File: config.mk
export PLATFORM = sky130hd
export DESIGN_NAME = line_raster_alpha_blend_unit
export DESIGN_NICKNAME = d
export VERILOG_FILES = /design/src/rtl/core/lrab_pkg.sv /design/src/rtl/core/lrab_cfg.sv /design/src/rtl/core/lrab_addr.sv /design/src/rtl/core/lrab_blend.sv /design/src/rtl/core/lrab_walker.sv /design/src/rtl/core/line_raster_alpha_blend_unit.sv
export VERILOG_INCLUDE_DIRS = /design/src /design/src/rtl/core
export SDC_FILE = /design/constraint.sdc
export NUM_CORES = 2
export LEC_CHECK = 0
export BUFFER_PORTS_ARGS = -buffer_cell sky130_fd_sc_hd__buf_2
export CAP_MARGIN = 20
export CORE_AREA = 10 10 310 312
export CTS_BUF_LIST = sky130_fd_sc_hd__clkbuf_4
export DETAILED_ROUTE_END_ITERATION = 16
export DIE_AREA = 0 0 320 322
export PLACE_DENSITY = 0.7
export SKIP_LAST_GASP = 1
export SYNTH_ARGS = -nofsm -noshare
export SYNTH_HDL_FRONTEND = slang
export SYNTH_SLANG_ARGS = --single-unit
File: constraint.sdc
create_clock -name clk_i -period 11.75 [get_ports clk_i]
set_clock_uncertainty 0.2 [all_clocks]
set_input_delay 0.5875 -clock clk_i [delete_from_list [all_inputs] [get_ports clk_i]]
set_output_delay 0.5875 -clock clk_i [all_outputs]
set_load 0.01 [all_outputs]
File: src/rtl/core/line_raster_alpha_blend_unit_assert.svh
// assertion macros used by the line raster alpha blend top level
`ifndef LINE_RASTER_ALPHA_BLEND_UNIT_ASSERT_SVH
`define LINE_RASTER_ALPHA_BLEND_UNIT_ASSERT_SVH

// same-cycle implication, clocked on clk_i, off during reset
`define LRAB_ASSERT_IMP(lbl, ante, cons, msg) \
  lbl: assert property (@(posedge clk_i) disable iff (!rst_ni) (ante) |-> (cons)) \
    else $error(msg);

// next-cycle implication, clocked on clk_i, off during reset
`define LRAB_ASSERT_NXT(lbl, ante, cons, msg) \
  lbl: assert property (@(posedge clk_i) disable iff (!rst_ni) (ante) |=> (cons)) \
    else $error(msg);

`endif

File: src/rtl/core/lrab_pkg.sv
// shared types, constants and blend arithmetic for the line raster alpha blend unit
package lrab_pkg;

  // default geometry
  localparam int COORD_WIDTH_DEF   = 14;
  localparam int ADDRESS_WIDTH_DEF = 24;

  // frame dimension registers
  localparam int DIM_W = 13;
  localparam logic [DIM_W-1:0] FRAME_WIDTH_RST  = 13'd640;
  localparam logic [DIM_W-1:0] FRAME_HEIGHT_RST = 13'd480;

  // configuration port
  localparam int CFG_ADDR_W = 3;
  localparam int CFG_DATA_W = 32;
  localparam logic REG_IDX_WIDTH  = 1'b0;
  localparam logic REG_IDX_HEIGHT = 1'b1;

  // item kinds
  localparam logic ACTION_START = 1'b0;
  localparam logic ACTION_STEP  = 1'b1;

  // line colour and blend constants
  localparam logic [7:0] FILL_R    = 8'd255;
  localparam logic [7:0] FILL_G    = 8'd255;
  localparam logic [7:0] FILL_B    = 8'd200;
  localparam logic [7:0] ALPHA_MAX = 8'd255;
  localparam logic [7:0] TOP_BYTE  = 8'hFF;

  typedef struct packed {
    logic [DIM_W-1:0] frame_width;
    logic [DIM_W-1:0] frame_height;
  } lrab_cfg_t;

  typedef struct packed {
    logic write_enable;
    logic read_valid;
    logic line_done;
  } lrab_flags_t;

  // (c*a + s*(255-a)) / 255, the divide done as (v + 1 + (v >> 8)) >> 8
  function automatic logic [7:0] mix(logic [7:0] c, logic [7:0] s, logic [7:0] a);
    logic [15:0] v;
    logic [16:0] t;
    v = 16'({8'd0, c} * {8'd0, a}) + 16'({8'd0, s} * {8'd0, 8'(ALPHA_MAX - a)});
    t = {1'b0, v} + 17'd1 + 17'(v[15:8]);
    return t[15:8];
  endfunction

endpackage

File: src/rtl/core/lrab_cfg.sv
// apb frame size registers
module lrab_cfg (
  input  logic                              clk_i,
  input  logic                              rst_ni,
  input  logic                              psel,
  input  logic                              penable,
  input  logic                              pwrite,
  input  logic [lrab_pkg::CFG_ADDR_W-1:0]   paddr,
  input  logic [lrab_pkg::CFG_DATA_W-1:0]   pwdata,
  output logic [lrab_pkg::CFG_DATA_W-1:0]   prdata,
  output logic                              pready,
  output lrab_pkg::lrab_cfg_t               cfg_o
);

  logic [lrab_pkg::DIM_W-1:0] width_q, width_d;
  logic [lrab_pkg::DIM_W-1:0] height_q, height_d;
  logic                       wr_en;

  assign pready = 1'b1;
  assign wr_en  = psel && penable && pwrite;

  // register decode on the word index bit
  always_comb begin
    width_d  = width_q;
    height_d = height_q;
    if (wr_en) begin
      if (paddr[2] == lrab_pkg::REG_IDX_WIDTH) begin
        width_d = pwdata[lrab_pkg::DIM_W-1:0];
      end else begin
        height_d = pwdata[lrab_pkg::DIM_W-1:0];
      end
    end
  end

  always_ff @(posedge clk_i or negedge rst_ni) begin
    if (!rst_ni) begin
      width_q  <= lrab_pkg::FRAME_WIDTH_RST;
      height_q <= lrab_pkg::FRAME_HEIGHT_RST;
    end else begin
      width_q  <= width_d;
      height_q <= height_d;
    end
  end

  // read back
  assign prdata = (paddr[2] == lrab_pkg::REG_IDX_HEIGHT)
                ? lrab_pkg::CFG_DATA_W'(height_q)
                : lrab_pkg::CFG_DATA_W'(width_q);

  assign cfg_o.frame_width  = width_q;
  assign cfg_o.frame_height = height_q;

endmodule

File: src/rtl/core/lrab_addr.sv
// clip test and pixel index for one coordinate pair
module lrab_addr #(
  parameter int CW = lrab_pkg::COORD_WIDTH_DEF,
  parameter int AW = lrab_pkg::ADDRESS_WIDTH_DEF
) (
  input  logic signed [CW-1:0] x_i,
  input  logic signed [CW-1:0] y_i,
  input  lrab_pkg::lrab_cfg_t  cfg_i,
  output logic                 on_screen_o,
  output logic [AW-1:0]        addr_o
);

  localparam int DW   = lrab_pkg::DIM_W;
  localparam int CMPW = (CW > DW) ? CW : DW;
  localparam int PW   = CW + DW;
  localparam int MW   = (PW + 1 > AW) ? PW + 1 : AW;

  logic [CMPW:0] x_u, y_u, w_u, h_u;
  logic [PW-1:0] prod;
  logic [MW-1:0] sum;

  // clip against the frame
  assign x_u = {{(CMPW + 1 - CW){1'b0}}, x_i};
  assign y_u = {{(CMPW + 1 - CW){1'b0}}, y_i};
  assign w_u = {{(CMPW + 1 - DW){1'b0}}, cfg_i.frame_width};
  assign h_u = {{(CMPW + 1 - DW){1'b0}}, cfg_i.frame_height};
  assign on_screen_o = !x_i[CW-1] && !y_i[CW-1] && (x_u < w_u) && (y_u < h_u);

  // row times stride plus column, wrapped to the address width
  assign prod   = $unsigned(y_i) * cfg_i.frame_width;
  assign sum    = MW'(prod) + MW'($unsigned(x_i));
  assign addr_o = sum[AW-1:0];

endmodule

File: src/rtl/core/lrab_blend.sv
// per-channel alpha blend of the line colour over the framebuffer word
module lrab_blend (
  input  logic [31:0] dest_i,
  input  logic [7:0]  alpha_i,
  output logic [31:0] pixel_o
);

  logic [7:0] red, green, blue;

  assign red   = lrab_pkg::mix(lrab_pkg::FILL_R, dest_i[23:16], alpha_i);
  assign green = lrab_pkg::mix(lrab_pkg::FILL_G, dest_i[15:8],  alpha_i);
  assign blue  = lrab_pkg::mix(lrab_pkg::FILL_B, dest_i[7:0],   alpha_i);

  assign pixel_o = {lrab_pkg::TOP_BYTE, red, green, blue};

endmodule

File: src/rtl/core/lrab_walker.sv
// bresenham line state, one start or step word per fire
module lrab_walker #(
  parameter int CW = lrab_pkg::COORD_WIDTH_DEF,
  parameter int AW = lrab_pkg::ADDRESS_WIDTH_DEF
) (
  input  logic                 clk_i,
  input  logic                 rst_ni,
  input  logic                 fire_i,
  input  logic                 action_i,
  input  logic signed [CW-1:0] start_x_i,
  input  logic signed [CW-1:0] start_y_i,
  input  logic signed [CW-1:0] end_x_i,
  input  logic signed [CW-1:0] end_y_i,
  input  logic [7:0]           line_alpha_i,
  input  logic [31:0]          dest_pixel_i,
  input  lrab_pkg::lrab_cfg_t  cfg_i,
  output lrab_pkg::lrab_flags_t flags_o,
  output logic [AW-1:0]        write_address_o,
  output logic [31:0]          write_data_o,
  output logic [AW-1:0]        read_address_o
);

  logic signed [CW-1:0] cur_x_q, cur_x_d, cur_y_q, cur_y_d;
  logic signed [CW-1:0] tgt_x_q, tgt_x_d, tgt_y_q, tgt_y_d;
  logic [CW-1:0]        span_x_q, span_x_d, span_y_q, span_y_d;
  logic [1:0]           dir_q, dir_d;
  logic signed [CW+1:0] err_q, err_d;
  logic [7:0]           opa_q, opa_d;
  logic                 fin_q, fin_d;

  // start setup
  logic signed [CW:0]   dx_s, dy_s;
  logic [CW-1:0]        span_x_new, span_y_new;
  logic signed [CW+1:0] err_new;

  assign dx_s = $signed({end_x_i[CW-1], end_x_i}) - $signed({start_x_i[CW-1], start_x_i});
  assign dy_s = $signed({end_y_i[CW-1], end_y_i}) - $signed({start_y_i[CW-1], start_y_i});
  assign span_x_new = dx_s[CW] ? CW'(-dx_s) : dx_s[CW-1:0];
  assign span_y_new = dy_s[CW] ? CW'(-dy_s) : dy_s[CW-1:0];
  assign err_new = $signed({2'b00, span_x_new}) - $signed({2'b00, span_y_new});

  // error term update for one step
  logic signed [CW+2:0] e2, sx_ext, sy_ext, err_sum;
  logic                 step_x, step_y, at_end;
  logic signed [CW-1:0] nx, ny;

  assign e2     = $signed({err_q, 1'b0});
  assign sx_ext = $signed({3'b000, span_x_q});
  assign sy_ext = $signed({3'b000, span_y_q});
  assign step_x = e2 > -sy_ext;
  assign step_y = e2 < sx_ext;
  assign err_sum = $signed({err_q[CW+1], err_q})
                 - (step_x ? sy_ext : '0)
                 + (step_y ? sx_ext : '0);
  assign nx = step_x ? (dir_q[0] ? cur_x_q - CW'(1) : cur_x_q + CW'(1)) : cur_x_q;
  assign ny = step_y ? (dir_q[1] ? cur_y_q - CW'(1) : cur_y_q + CW'(1)) : cur_y_q;
  assign at_end = (cur_x_q == tgt_x_q) && (cur_y_q == tgt_y_q);

  // address of the pixel being blended and of the next one to fetch
  logic signed [CW-1:0] rd_x, rd_y;
  logic                 cur_on, rd_on;
  logic [AW-1:0]        cur_addr, rd_addr;
  logic [31:0]          blended;

  assign rd_x = (action_i == lrab_pkg::ACTION_START) ? start_x_i : nx;
  assign rd_y = (action_i == lrab_pkg::ACTION_START) ? start_y_i : ny;

  lrab_addr #(.CW(CW), .AW(AW)) u_addr_cur (
    .x_i(cur_x_q), .y_i(cur_y_q), .cfg_i(cfg_i),
    .on_screen_o(cur_on), .addr_o(cur_addr)
  );

  lrab_addr #(.CW(CW), .AW(AW)) u_addr_rd (
    .x_i(rd_x), .y_i(rd_y), .cfg_i(cfg_i),
    .on_screen_o(rd_on), .addr_o(rd_addr)
  );

  lrab_blend u_blend (
    .dest_i(dest_pixel_i), .alpha_i(opa_q), .pixel_o(blended)
  );

  // result and next state
  always_comb begin
    cur_x_d  = cur_x_q;
    cur_y_d  = cur_y_q;
    tgt_x_d  = tgt_x_q;
    tgt_y_d  = tgt_y_q;
    span_x_d = span_x_q;
    span_y_d = span_y_q;
    dir_d    = dir_q;
    err_d    = err_q;
    opa_d    = opa_q;
    fin_d    = fin_q;
    flags_o  = '0;
    write_address_o = '0;
    write_data_o    = '0;
    read_address_o  = '0;
    if (fire_i) begin
      if (action_i == lrab_pkg::ACTION_START) begin
        cur_x_d  = start_x_i;
        cur_y_d  = start_y_i;
        tgt_x_d  = end_x_i;
        tgt_y_d  = end_y_i;
        span_x_d = span_x_new;
        span_y_d = span_y_new;
        dir_d    = {!(start_y_i < end_y_i), !(start_x_i < end_x_i)};
        err_d    = err_new;
        opa_d    = line_alpha_i;
        fin_d    = 1'b0;
        flags_o.read_valid = rd_on;
        read_address_o     = rd_on ? rd_addr : '0;
      end else if (fin_q) begin
        flags_o.line_done = 1'b1;
      end else begin
        if (cur_on) begin
          flags_o.write_enable = 1'b1;
          write_address_o      = cur_addr;
          write_data_o         = blended;
        end
        if (at_end) begin
          fin_d             = 1'b1;
          flags_o.line_done = 1'b1;
        end else begin
          cur_x_d = nx;
          cur_y_d = ny;
          err_d   = err_sum[CW+1:0];
          flags_o.read_valid = rd_on;
          read_address_o     = rd_on ? rd_addr : '0;
        end
      end
    end
  end

  always_ff @(posedge clk_i or negedge rst_ni) begin
    if (!rst_ni) begin
      cur_x_q  <= '0;
      cur_y_q  <= '0;
      tgt_x_q  <= '0;
      tgt_y_q  <= '0;
      span_x_q <= '0;
      span_y_q <= '0;
      dir_q    <= '0;
      err_q    <= '0;
      opa_q    <= '0;
      fin_q    <= 1'b1;
    end else begin
      cur_x_q  <= cur_x_d;
      cur_y_q  <= cur_y_d;
      tgt_x_q  <= tgt_x_d;
      tgt_y_q  <= tgt_y_d;
      span_x_q <= span_x_d;
      span_y_q <= span_y_d;
      dir_q    <= dir_d;
      err_q    <= err_d;
      opa_q    <= opa_d;
      fin_q    <= fin_d;
    end
  end

endmodule

File: src/rtl/core/line_raster_alpha_blend_unit.sv
// top level of the line raster alpha blend unit: word registers, config, line walker
//
//   channel   direction  handshake               payload
//   s_axis    in         tvalid/tready           tuser action, tdata endpoints/alpha/pixel
//   m_axis    out        tvalid/tready           tuser enables, tlast line_done, tdata
//   apb       in         psel/penable/pready     frame_width @0x0, frame_height @0x4
//
// one word in per cycle unless m_axis stalls, one result word per input word; each word
// passes the input register, then the result register; the line state loop closes
// through the error update, the pixel index multipliers and the blend feed only the result.
// reset empties both word registers and leaves no line in progress; frame size is 640x480.
// a stalled m_axis holds the result and lets one more word into the input register.
// no clearing pass: the block is ready right after reset.

`include "line_raster_alpha_blend_unit_assert.svh"

module line_raster_alpha_blend_unit #(
  parameter int COORD_WIDTH   = lrab_pkg::COORD_WIDTH_DEF,
  parameter int ADDRESS_WIDTH = lrab_pkg::ADDRESS_WIDTH_DEF
) (
  input  logic                            clk_i,
  input  logic                            rst_ni,
  // input words
  input  logic                            s_axis_tvalid,
  output logic                            s_axis_tready,
  // action
  input  logic                            s_axis_tuser,
  // start_x, start_y, end_x, end_y, line_alpha, dest_pixel, zero pad
  input  logic [((4*COORD_WIDTH+40+7)/8)*8-1:0] s_axis_tdata,
  // result words
  output logic                            m_axis_tvalid,
  input  logic                            m_axis_tready,
  // line_done
  output logic                            m_axis_tlast,
  // write_enable, read_valid
  output logic [1:0]                      m_axis_tuser,
  // write_address, write_data, read_address, zero pad
  output logic [((2*ADDRESS_WIDTH+32+7)/8)*8-1:0] m_axis_tdata,
  // configuration
  input  logic                            psel,
  input  logic                            penable,
  input  logic                            pwrite,
  input  logic [lrab_pkg::CFG_ADDR_W-1:0] paddr,
  input  logic [lrab_pkg::CFG_DATA_W-1:0] pwdata,
  output logic [lrab_pkg::CFG_DATA_W-1:0] prdata,
  output logic                            pready
);

  localparam int CW    = COORD_WIDTH;
  localparam int AW    = ADDRESS_WIDTH;
  localparam int IN_W  = ((4*CW + 40 + 7) / 8) * 8;
  localparam int OUT_W = ((2*AW + 32 + 7) / 8) * 8;

  lrab_pkg::lrab_cfg_t cfg;

  lrab_cfg u_cfg (
    .clk_i(clk_i), .rst_ni(rst_ni),
    .psel(psel), .penable(penable), .pwrite(pwrite),
    .paddr(paddr), .pwdata(pwdata), .prdata(prdata), .pready(pready),
    .cfg_o(cfg)
  );

  // input word register
  logic            in_valid_q, in_valid_d;
  logic            in_user_q, in_user_d;
  logic [IN_W-1:0] in_data_q, in_data_d;
  logic            out_valid_q, out_valid_d;
  logic            advance, s_fire, m_fire;

  assign advance       = in_valid_q && (!out_valid_q || m_axis_tready);
  assign s_axis_tready = !in_valid_q || advance;
  assign s_fire        = s_axis_tvalid && s_axis_tready;
  assign m_fire        = m_axis_tvalid && m_axis_tready;

  always_comb begin
    in_valid_d = in_valid_q;
    in_user_d  = in_user_q;
    in_data_d  = in_data_q;
    if (s_fire) begin
      in_valid_d = 1'b1;
      in_user_d  = s_axis_tuser;
      in_data_d  = s_axis_tdata;
    end else if (advance) begin
      in_valid_d = 1'b0;
    end
  end

  always_ff @(posedge clk_i or negedge rst_ni) begin
    if (!rst_ni) begin
      in_valid_q <= 1'b0;
    end else begin
      in_valid_q <= in_valid_d;
    end
  end

  always_ff @(posedge clk_i) begin
    in_user_q <= in_user_d;
    in_data_q <= in_data_d;
  end

  // line walker
  lrab_pkg::lrab_flags_t flags;
  logic [AW-1:0]         waddr, raddr;
  logic [31:0]           wdata;

  lrab_walker #(.CW(CW), .AW(AW)) u_walker (
    .clk_i(clk_i), .rst_ni(rst_ni),
    .fire_i(advance),
    .action_i(in_user_q),
    .start_x_i($signed(in_data_q[CW-1:0])),
    .start_y_i($signed(in_data_q[2*CW-1:CW])),
    .end_x_i($signed(in_data_q[3*CW-1:2*CW])),
    .end_y_i($signed(in_data_q[4*CW-1:3*CW])),
    .line_alpha_i(in_data_q[4*CW+7:4*CW]),
    .dest_pixel_i(in_data_q[4*CW+39:4*CW+8]),
    .cfg_i(cfg),
    .flags_o(flags),
    .write_address_o(waddr),
    .write_data_o(wdata),
    .read_address_o(raddr)
  );

  // result word register
  lrab_pkg::lrab_flags_t out_flags_q;
  logic [AW-1:0]         out_waddr_q, out_raddr_q;
  logic [31:0]           out_wdata_q;

  always_comb begin
    out_valid_d = out_valid_q;
    if (advance) begin
      out_valid_d = 1'b1;
    end else if (m_fire) begin
      out_valid_d = 1'b0;
    end
  end

  always_ff @(posedge clk_i or negedge rst_ni) begin
    if (!rst_ni) begin
      out_valid_q <= 1'b0;
    end else begin
      out_valid_q <= out_valid_d;
    end
  end

  always_ff @(posedge clk_i) begin
    if (advance) begin
      out_flags_q <= flags;
      out_waddr_q <= waddr;
      out_wdata_q <= wdata;
      out_raddr_q <= raddr;
    end
  end

  assign m_axis_tvalid = out_valid_q;
  assign m_axis_tlast  = out_flags_q.line_done;
  assign m_axis_tuser  = {out_flags_q.read_valid, out_flags_q.write_enable};
  assign m_axis_tdata  = OUT_W'({out_raddr_q, out_wdata_q, out_waddr_q});

  // checks
  `LRAB_ASSERT_IMP(a_stall_only_when_full, !s_axis_tready, in_valid_q, "input stalled while empty")
  `LRAB_ASSERT_NXT(a_result_loaded, advance, out_valid_q, "processed word did not reach output")
  `LRAB_ASSERT_IMP(a_no_write_fields_zero, out_valid_q && !out_flags_q.write_enable,
                   out_waddr_q == '0 && out_wdata_q == '0, "write fields set without write")
  `LRAB_ASSERT_IMP(a_write_top_byte, out_valid_q && out_flags_q.write_enable,
                   out_wdata_q[31:24] == lrab_pkg::TOP_BYTE, "blended word lacks top byte")

endmodule

==> impl_metrics.ini <==
[status]
status = completed

[synthesis]
syn_inst = 4314
synth.area.top_cells = fa_1 24%, ha_1 15%, edfxtp_1 12%
synth_edf_count = 164
synth-async-reset-ratio_pct = 45.87
yosysWarnings = 0
yosys.area.top_type = fa_1
ys_types = 76
syn_avg_cell_area_um2 = 9.292
yosys_register_bits = 303
yosysSeqAreaShare_pct = 20.98
ys.flop_type = edfxtp_1
syn_area_um2 = 40090
synth_top_area_share_pct = 23.67

[route]
vias_per_cell = 5.256
vias = 30950
drtPass1Iterations = 5
antenna_left = 0
wl_per_cell_um = 18.35
routed_wl_um = 108100
first_iter_violations = 2247
drc = 0

[worst_hold_path]
min_path_type = in -> async

[floorplan]
core_area_um2 = 89600
initial_utilization_pct = 44.74
fp.dieW_um = 320
ios = 257
fp.dieH_um = 322
die_area_um2 = 103000
rows = 110

[global_route]
grt_overflow = 0
grt_antenna_before_repair = 4
grt_pass1_vias = 31850
grt_max_degree = 85
grt_pass1_wl_um = 173500
grtUsageTotal_pct = 21.17

[critical_path]
start_kind = flop
cp_data_arrival_time_ps = 10500
end_kind = flop
required_ps = 12210
path_common_cell = fa_1
path_class = reg -> reg
slowest_delay_ps = 790
crit_fanout = 14
slowest_stage = a21oi_1

[finish]
layout.nets = 5741
area_growth_pct = 11.54
layout-drive-gt1-share_pct = 10.72

[clock_network]
cts_inserted_buffers = 91
clk_latency_ps = 920
max-clock-path-buffers = 3
cts_root_buffer = clkbuf_4
clk_pin_slew_ps = 70
tritoncts = yes
post_cts_buffers = 0
h-tree-depth = 3
clkSinkCount = 303

[sta]
fmax_mhz = 99.58
setup_viol = 0
fin_crit_sh_pct = 85.47
layout_setup_ws_ps = 1708
rsz0062_at_grt = false
final-hold-violation-count = 0
worst_pin_slew_ps = 1036
period_needed_ps = 10040
tns_ps = 0
drv_slew = 0
max_slew_margin_pct = 30.96

[placement]
dpl.hpwl_um = 83720
io_buffer_count = 207
dp_slack_ps = 1718
place_congestion = 0.9169

[run]
max_cap_viol_count = 0
==> state kept, by name, indices dropped and copies added, names as in the netlist, 14 cells and up <==
signal,cells
in_data_q,88
out_raddr_q,24
out_waddr_q,24
out_wdata_q,25
u_walker.cur_x_q,14
u_walker.cur_y_q,14
u_walker.err_q,16
u_walker.span_x_q,14
u_walker.span_y_q,14
u_walker.tgt_x_q,14
u_walker.tgt_y_q,14
==> metrics by stage <==
| step | area (µm²) | utilization [%] | std cells | hold slack (ps) |
|---|---|---|---|---|
| global placement | 42400 | 47.32 | 5610 | 248.8 |
| CTS | 44690 | 49.87 | 5884 | 21.47 |
| finish | 44710 | 49.90 | 5888 | 121.2 |
| floorplan | 40160 | - | 4334 | 91.91 |
| global route | 44710 | 49.90 | 5888 | 123.6 |
| detailed placement | 42400 | 47.32 | 5610 | 240.8 |
==> layout make-up <==
cell class | instances | area (µm²)
antenna | 2 | 5.005
clock buffer | 137 | 1028
clock inverter | 31 | 193.9
fill | 8295 | 44890
inverter | 735 | 2761
multi-input combinational | 3133 | 28290
sequential | 303 | 8412
tap | 1176 | 1471
timing repair buffer | 371 | 2546
==> metal layers <==
layer / global-route usage (%) / wire (µm) / up-vias
met2: 33.59 / 48950 / 1020
met4: 8.268 / 3870 / 2
met1: 28.27 / 46990 / 15150
li1: - / - / 14560
met3: 4.132 / 8225 / 219
met5: 0 / 14 / -
==> placed cells by master (no fill, tap or decap), types with 7 or more instances in the layout <==
cell type / netlist / routed
nor2b_1: 132 / 132
fa_1: 474 / 474
edfxtp_1: 164 / 164
o21ai_0: 177 / 176
ha_1: 493 / 493
nor2_1: 226 / 223
o41ai_1: 11 / 11
a21oi_1: 151 / 151
nor4_1: 16 / 16
dfstp_2: 7 / 7
mux2i_1: 17 / 17
dlygate4sd3_1: 0 / 106
a21o_1: 57 / 57
nand4_1: 20 / 20
nand3_1: 32 / 32
a31oi_1: 14 / 14
nor3_1: 40 / 40
o211ai_1: 18 / 18
a211oi_1: 15 / 15
and2_1: 174 / 173
buf_2: 0 / 206
xor2_1: 109 / 109
or3_1: 22 / 22
conb_1: 2 / 22
nand2_1: 516 / 516
mux2_2: 64 / 64
inv_1: 735 / 734
buf_4: 28 / 57
nand2b_1: 28 / 28
o21a_1: 17 / 17
o31ai_1: 13 / 13
clkinv_1: 0 / 19
clkbuf_4: 0 / 137
xnor2_1: 140 / 140
a21boi_0: 9 / 9
o21bai_1: 18 / 18
or2_2: 7 / 7
dfrtp_1: 132 / 132
==> worst max-delay path, delay by kind of cell, from the launching register on <==
family,cells,cell delay (ps)
flip-flops,1,410
adder cells (fa/ha/maj),8,3560
AO/OA/AOI/OAI,11,3150
multiplexers,1,530
XOR/XNOR,1,400
AND/OR/NAND/NOR,6,1200
buffers and inverters,4,330
==> cells in the mapped netlist (5+ instances only) <==
master and count:
nor2_1 226, a31oi_1 14, a21o_1 57, o22ai_1 6
mux2_2 64, o21ai_0 177, mux2i_1 17, nor3_1 40
nand2_1 516, or2_2 7, or3_1 22, clkbuf_1 130
ha_1 493, fa_1 474, and4_1 5, o21bai_1 18
buf_1 5, buf_4 28, a21oi_1 151, nand4_1 20
xnor2_1 140, a21boi_0 9, xor2_1 109, o211ai_1 18
o41ai_1 11, and2_1 174, nand4b_1 5, nand2b_1 28
dfrtp_1 132, o31ai_1 13, o21a_1 17, inv_1 735
a41oi_1 5, nor2b_1 132, nand3_1 32, edfxtp_1 164
o2111ai_1 6, nor4_1 16, nand3b_1 6, a211oi_1 15
dfstp_2 7, and3_1 6
==> cell families after synthesis <==
group / count (synthesis) / share of synthesized area, %
xor+xnor: 250 / 5.496
compound gates: 562 / 8.696
simple gates: 1250 / 14.82
other cells: 2 / 0.01873
fa+ha+maj: 967 / 39.06
mux: 82 / 2.260
buf+inv: 898 / 8.671
flops: 303 / 20.98
==> worst paths after layout <==
| path | from | end | cells past startpoint | slack, ps |
|---|---|---|---|---|
| max | u_walker.err_q[6]$_DFFE_PN0P_ | out_raddr_q[23]$_DFFE_PP_ | 31 | 1710 |
| min | rst_ni | in_valid_q$_DFFE_PN0P_ | 2 | 120 |
| max reg2reg | u_walker.err_q[6]$_DFFE_PN0P_ | out_raddr_q[23]$_DFFE_PP_ | 31 | 1710 |
| min reg2reg | in_data_q[62]$_DFFE_PP_ | u_walker.opa_q[6]$_DFFE_PN0P_ | 2 | 250 |
| max in group asynchronous | rst_ni | u_walker.span_x_q[3]$_DFFE_PN0P_ | 3 | 9850 |
| min in group clk_i | s_axis_tdata[27] | in_data_q[27]$_DFFE_PP_ | 2 | 180 |
==> timing repair <==
action	4_1_cts	5_1_grt
hold buffers	106	0
hold endpoints to repair	230	0
gates resized for setup	0	0
Power is left out: the tool's default activity adds up to more than one toggle a clock period on the data nets, which glitch-free logic cannot reach.
